==> config.mk <==
export PLATFORM = sky130hd
export DESIGN_NAME = pklpt_ctrl
export DESIGN_NICKNAME = d
export VERILOG_FILES = /design/src/sv/pklpt_pkg.sv /design/src/sv/pklpt_ctrl.sv
export SDC_FILE = /design/constraint.sdc
export NUM_CORES = 1
export LEC_CHECK = 0
export ABC_AREA = 1
export BUFFER_PORTS_ARGS = -buffer_cell sky130_fd_sc_hd__buf_2
export CAP_MARGIN = 15
export CORE_MARGIN = 2
export CORE_UTILIZATION = 30
export DETAILED_ROUTE_END_ITERATION = 6
export GPL_TIMING_DRIVEN = 0
export PLACE_DENSITY_LB_ADDON = 0.15
export SYNTH_ARGS = -nofsm -noshare
export SYNTH_HDL_FRONTEND = slang
export SYNTH_SLANG_ARGS = --single-unit
export TNS_END_PERCENT = 100
==> constraint.sdc <==
create_clock -name clk -period 1.3 [get_ports clk]
set_input_delay 0.065 -clock clk [delete_from_list [all_inputs] [get_ports clk]]
set_output_delay 0.065 -clock clk [all_outputs]
set_load 0.02 [all_outputs]
==> src/sv/pklpt_pkg.sv <==
// Shared types and constants for the pair-key linear probe table.
`default_nettype none
package pklpt_pkg;

	localparam int TABLE_SIZE_DEF = 1024;
	localparam int WORD_WIDTH_DEF = 32;
	localparam int STAMP_W = 8;
	localparam int OP_W = 3;

	typedef enum logic [OP_W-1:0] {
		OP_DEFINE   = 3'd0,
		OP_SET      = 3'd1,
		OP_GET      = 3'd2,
		OP_ROLLBACK = 3'd3,
		OP_COMMIT   = 3'd4
	} op_t;

	// Slot write flavors
	typedef enum logic [2:0] {
		WR_NONE,
		WR_ZERO,
		WR_INSERT,
		WR_VALUE_STAMP,
		WR_VALUE,
		WR_CLEAR_KEYS,
		WR_STAMP
	} wr_mode_t;

	typedef struct packed {
		logic     load;
		logic     hash_step;
		logic     bound_calc;
		logic     idx_home;
		logic     idx_zero;
		logic     idx_next;
		logic     rd;
		wr_mode_t wr_mode;
		logic     cnt_inc;
		logic     cnt_dec;
		logic     res_load;
		logic     res_ok;
		logic     res_full;
		logic     res_val;
	} cmd_t;

	typedef struct packed {
		logic [OP_W-1:0] op;
		logic key_zero;
		logic hash_done;
		logic at_last;
		logic idx_end;
		logic used;
		logic match;
		logic val_zero;
		logic over_fill;
		logic sweep_hit;
		logic cnt_nz;
		logic out_busy;
	} status_t;

endpackage
`default_nettype wire

==> src/sv/pklpt_ctrl.sv <==
// Controller: sequences clearing, hashing, probing and table sweeps.
`default_nettype none
module pklpt_ctrl (
	input  wire logic                clk,
	input  wire logic                arst_n,
	input  wire logic                in_valid,
	output logic                     in_stall,
	output pklpt_pkg::cmd_t          cmd,
	input  wire pklpt_pkg::status_t  status
);

	typedef enum logic [3:0] {
		S_CLEAR,
		S_IDLE,
		S_DECODE,
		S_HASH,
		S_BOUND,
		S_PROBE_RD,
		S_PROBE_EV,
		S_SWEEP_RD,
		S_SWEEP_EV,
		S_SWEEP_DONE
	} state_t;

	state_t state_q, state_d;
	logic   first_q, first_d;
	logic   is_define, is_set, is_get, is_sweep, stop;

	assign is_define = (status.op == pklpt_pkg::OP_DEFINE);
	assign is_set    = (status.op == pklpt_pkg::OP_SET);
	assign is_get    = (status.op == pklpt_pkg::OP_GET);
	assign is_sweep  = (status.op == pklpt_pkg::OP_ROLLBACK) ||
		(status.op == pklpt_pkg::OP_COMMIT);
	assign stop      = status.at_last || !status.used || status.match;
	assign in_stall  = (state_q != S_IDLE);

	// Next state and commands
	always_comb begin
		state_d = state_q;
		first_d = first_q;
		cmd     = '0;
		cmd.wr_mode = pklpt_pkg::WR_NONE;
		case (state_q)
			S_CLEAR: begin
				cmd.wr_mode = pklpt_pkg::WR_ZERO;
				if (status.idx_end) begin
					cmd.idx_zero = 1'b1;
					state_d = S_IDLE;
				end else begin
					cmd.idx_next = 1'b1;
				end
			end
			S_IDLE: begin
				if (in_valid) begin
					cmd.load = 1'b1;
					state_d = S_DECODE;
				end
			end
			S_DECODE: begin
				if ((is_define || is_set || is_get) && !status.key_zero) begin
					state_d = S_HASH;
				end else if (is_sweep) begin
					cmd.idx_zero = 1'b1;
					state_d = S_SWEEP_RD;
				end else if (!status.out_busy) begin
					cmd.res_load = 1'b1;
					state_d = S_IDLE;
				end
			end
			S_HASH: begin
				if (status.hash_done) begin
					state_d = S_BOUND;
				end else begin
					cmd.hash_step = 1'b1;
				end
			end
			S_BOUND: begin
				cmd.bound_calc = 1'b1;
				cmd.idx_home = 1'b1;
				first_d = 1'b1;
				state_d = S_PROBE_RD;
			end
			S_PROBE_RD: begin
				cmd.rd = 1'b1;
				state_d = S_PROBE_EV;
			end
			S_PROBE_EV: begin
				if (is_get) begin
					if (status.match || (!first_q && (status.at_last || !status.used))) begin
						if (!status.out_busy) begin
							cmd.res_load = 1'b1;
							cmd.res_ok = status.match && !status.val_zero;
							cmd.res_val = status.match;
							state_d = S_IDLE;
						end
					end else begin
						cmd.idx_next = 1'b1;
						first_d = 1'b0;
						state_d = S_PROBE_RD;
					end
				end else if (!stop) begin
					cmd.idx_next = 1'b1;
					state_d = S_PROBE_RD;
				end else if (!status.out_busy) begin
					cmd.res_load = 1'b1;
					state_d = S_IDLE;
					if (is_define) begin
						if (!status.used) begin
							if (status.over_fill) begin
								cmd.res_full = 1'b1;
							end else begin
								cmd.wr_mode = pklpt_pkg::WR_INSERT;
								cmd.cnt_inc = 1'b1;
								cmd.res_ok = 1'b1;
							end
						end else if (status.match && status.val_zero) begin
							cmd.wr_mode = pklpt_pkg::WR_VALUE_STAMP;
							cmd.res_ok = 1'b1;
						end
					end else if (status.match) begin
						cmd.wr_mode = pklpt_pkg::WR_VALUE;
						cmd.res_ok = 1'b1;
					end
				end
			end
			S_SWEEP_RD: begin
				cmd.rd = 1'b1;
				state_d = S_SWEEP_EV;
			end
			S_SWEEP_EV: begin
				if (status.sweep_hit) begin
					if (status.op == pklpt_pkg::OP_ROLLBACK) begin
						cmd.wr_mode = pklpt_pkg::WR_CLEAR_KEYS;
						cmd.cnt_dec = status.cnt_nz;
					end else begin
						cmd.wr_mode = pklpt_pkg::WR_STAMP;
					end
				end
				if (status.idx_end) begin
					state_d = S_SWEEP_DONE;
				end else begin
					cmd.idx_next = 1'b1;
					state_d = S_SWEEP_RD;
				end
			end
			S_SWEEP_DONE: begin
				if (!status.out_busy) begin
					cmd.res_load = 1'b1;
					cmd.res_ok = 1'b1;
					state_d = S_IDLE;
				end
			end
			default: begin
				state_d = S_IDLE;
			end
		endcase
	end

	always_ff @(posedge clk or negedge arst_n) begin
		if (!arst_n) begin
			state_q <= S_CLEAR;
			first_q <= 1'b0;
		end else begin
			state_q <= state_d;
			first_q <= first_d;
		end
	end

`ifndef SYNTHESIS
	a_no_wr_idle: assert property (@(posedge clk) disable iff (!arst_n)
		state_q == S_IDLE |-> cmd.wr_mode == pklpt_pkg::WR_NONE)
		else $error("slot write while idle");
	a_res_free: assert property (@(posedge clk) disable iff (!arst_n)
		cmd.res_load |-> !status.out_busy) else $error("result loaded over a waiting word");
	a_one_idx: assert property (@(posedge clk) disable iff (!arst_n)
		$onehot0({cmd.idx_zero, cmd.idx_home, cmd.idx_next}))
		else $error("conflicting index commands");
`endif

endmodule
`default_nettype wire
==> metrics.txt <==
I/O pin count 34; Worst path most repeated cell nor2_4; initial antenna violation count 0; Detailed Place HPWL 1710 um; post-synthesis cell type count 25; syn_nets 151; Int Power 1.36 mW; violated checks setup timing; Highest Signal Layer met4; Die Width 52.5 um; GRT Total Usage 21.4%; 1st-iter DRT viols 12; switching power 1.37 mW; Syn Area/Cell 5.26 um2; critical path's slowest cell dfrtp_2; clock sink total 5; DRC 0; CP Max Fanout 3; Hold Path Stages 4; Startpoint Class flip-flop; Final min period 1690 ps; met3 wire len 165 um; Clock Path Buffers 2; die span in y 52.5 um; wire length on met1 1230 um; Starting Density 31.8%; Min Hold Slack 157 ps; FF-to-FF path depth 12; Final Wtd Congestion 0.830; CTS root buffer clkbuf_4; Logic pwr share 82.7%; VDD IR max 1620 uV; worst slew pin tran 389 ps; Skew-Pair Late Insertion Delay 240 ps; final setup vio count 20; Synth warnings 0; Critical R2R Launch state_q[1]$_DFFE_PN0P_; metal2 WL 1690 um; hold crit path type primary input to flip-flop; Post-Syn Area 704 um2; Total Power 2.73 mW; Arr. time, crit path 1620 ps; number of max-cap violations 0; FF+latch count, synth 5; Crit. End Element primary output; Total Nets Final 214; first-pass GRT wire length 4370 um; Num CTS Buffers 3; Die ar. 2750 um2; dominant synthesized flop cell dfrtp_1; Seq/Total Area, Yosys 17.8%; Final ANT Viol Nets 0; WL per Instance 14.2 um; final period utilization 130%; via count 1140; Core Box Area 2210 um2; Synth Instances 134; htree depth 1; n_diodes 0; asr flop ratio synth 100%; Core Rows 17; WS Path Type flip-flop to primary output; Worst Slack Setup Final -387 ps; Clock Skew 3.82 ps; wirelength, routed 3180 um; CTS tree yes; switching share of power 50.2%; Worst Setup SP state_q[0]$_DFFE_PN0P_; remaining global-route overflow 0; crit-path cells inv_4 > nand2_8 > nor2_4 > inv_4 > nor2_4 > nand2_2 > or2_4 > nor2_4 > buf_6; Max-slew headroom 74.1%; leakage power 0.755 nW; Reg clk slew, reported paths 40 ps; area grow syn2layout 114%; Post-synth EDFFs 0; required time of the critical path 1240 ps; largest net degree at the start of global routing 9; max incr delay on CP 430 ps; Clk pwr share 6.6%; RSZ-0062 raised after global routing true; final hold violations 0; P per Cell Area 1810 nW/um2; hold path startpoint status[9]; sequential group share of total power 10.7%; port bufs 32; layout cell share with drive strength beyond 1 58.2%; Slew Viols, Final 0; TritonRoute pass-1 iters 4; vias in the first global route 1109; status complete, but fails checks; via density per instance 5.09; Fmax 593 MHz
cells by family after synthesis:
group / Yosys count / share of synthesized area (%)
AO/OA/AOI/OAI: 15 / 12.4
flip-flops: 5 / 17.8
buffers and inverters: 27 / 15.5
AND/OR/NAND/NOR: 87 / 54.4
registers in the layout, summed over array words and instances (netlist names):
signal   cells
state_q      4
first_q      1
worst max-delay path, delay by kind of cell (launching register included):
kind / cells / cell delay [ps]
buffers and inverters: 3 / 280
DFF: 1 / 430
and+or+nand+nor: 6 / 680
power groups by stage:
stage	Clock [mW]	Combinational, mW	Sequential, mW
floorplan	0	0.775	0.253
global placement	0	1.05	0.264
detailed placement	0	1.05	0.263
CTS	0.184	1.74	0.272
global route	0.206	2.40	0.297
finish	0.179	2.26	0.293
per-layer routing:
layer / track usage (%) / vias up
met3: 5.43 / 9
met2: 42.1 / 49
met1: 21.6 / 533
met5: 0 / -
met4: 5.98 / 0
li1: - / 549
path summary, 6_finish.rpt:
check,slack (ps),end
worst max-delay path,-390,cmd[5]
worst min-delay path,160,state_q[1]$_DFFE_PN0P_
worst max register to register,-230,state_q[0]$_DFFE_PN0P_
worst min register to register,490,first_q$_DFFE_PN0P_
max in group asynchronous,980,state_q[0]$_DFFE_PN0P_
min in group asynchronous,170,first_q$_DFFE_PN0P_
layout by cell type (no fill, tap or decap), types with 4 or more instances in the layout:
master	synthesis	layout
nand2_1	40	31
buf_6	0	20
nand3_1	13	9
inv_2	2	4
inv_4	1	4
buf_4	1	23
buf_2	0	15
nor2_4	1	12
nand2_2	1	7
inv_1	21	16
nor2_2	2	4
nor2_1	22	9
what timing repair did:
item | 4_1_cts | 5_1_grt
buffers inserted | 18 | 9
hold buffers | 1 | 0
hold endpoints to repair | 5 | 0
pin swaps | 10 | 11
gates resized for setup | 63 | 42
endpoints found under the setup margin | 19 | 21
area by class of cell:
type / count / area, um2
Multi-Input combinational cell: 102 / 716
Fill cell: 189 / 704
Timing Repair Buffer: 58 / 475
Sequential cell: 5 / 129
Inverter: 24 / 100
Tap cell: 28 / 35.0
Clock buffer: 4 / 26.3
Buffer: 3 / 26.3
through the flow:
stage,utilization [%],area (um2),setup TNS (ps),worst slack [ps],instances
detailed placement,41.9,927,-2280,-356,194
finish,68.2,1510,-5000,-387,224
floorplan,-,732,-739,-148,134
global placement,41.9,927,-2340,-364,194
CTS,58.3,1290,-3630,-376,217
global route,68.2,1510,-6280,-447,224
synthesized netlist by cell type (2+ instances only):
cell type   n  area share, %
nand2_1    40             21
inv_2       2            1.1
inv_1      21             11
nor2_1     22             12
o211ai_1    2            2.1
nand3_1    13            9.2
nand4_1     3            2.7
dfrtp_1     5             18
o21ai_0     6            4.3
nor2_2      2            1.8
a21oi_1     4            2.8
Note: power is estimated with default switching activity, not from simulation.
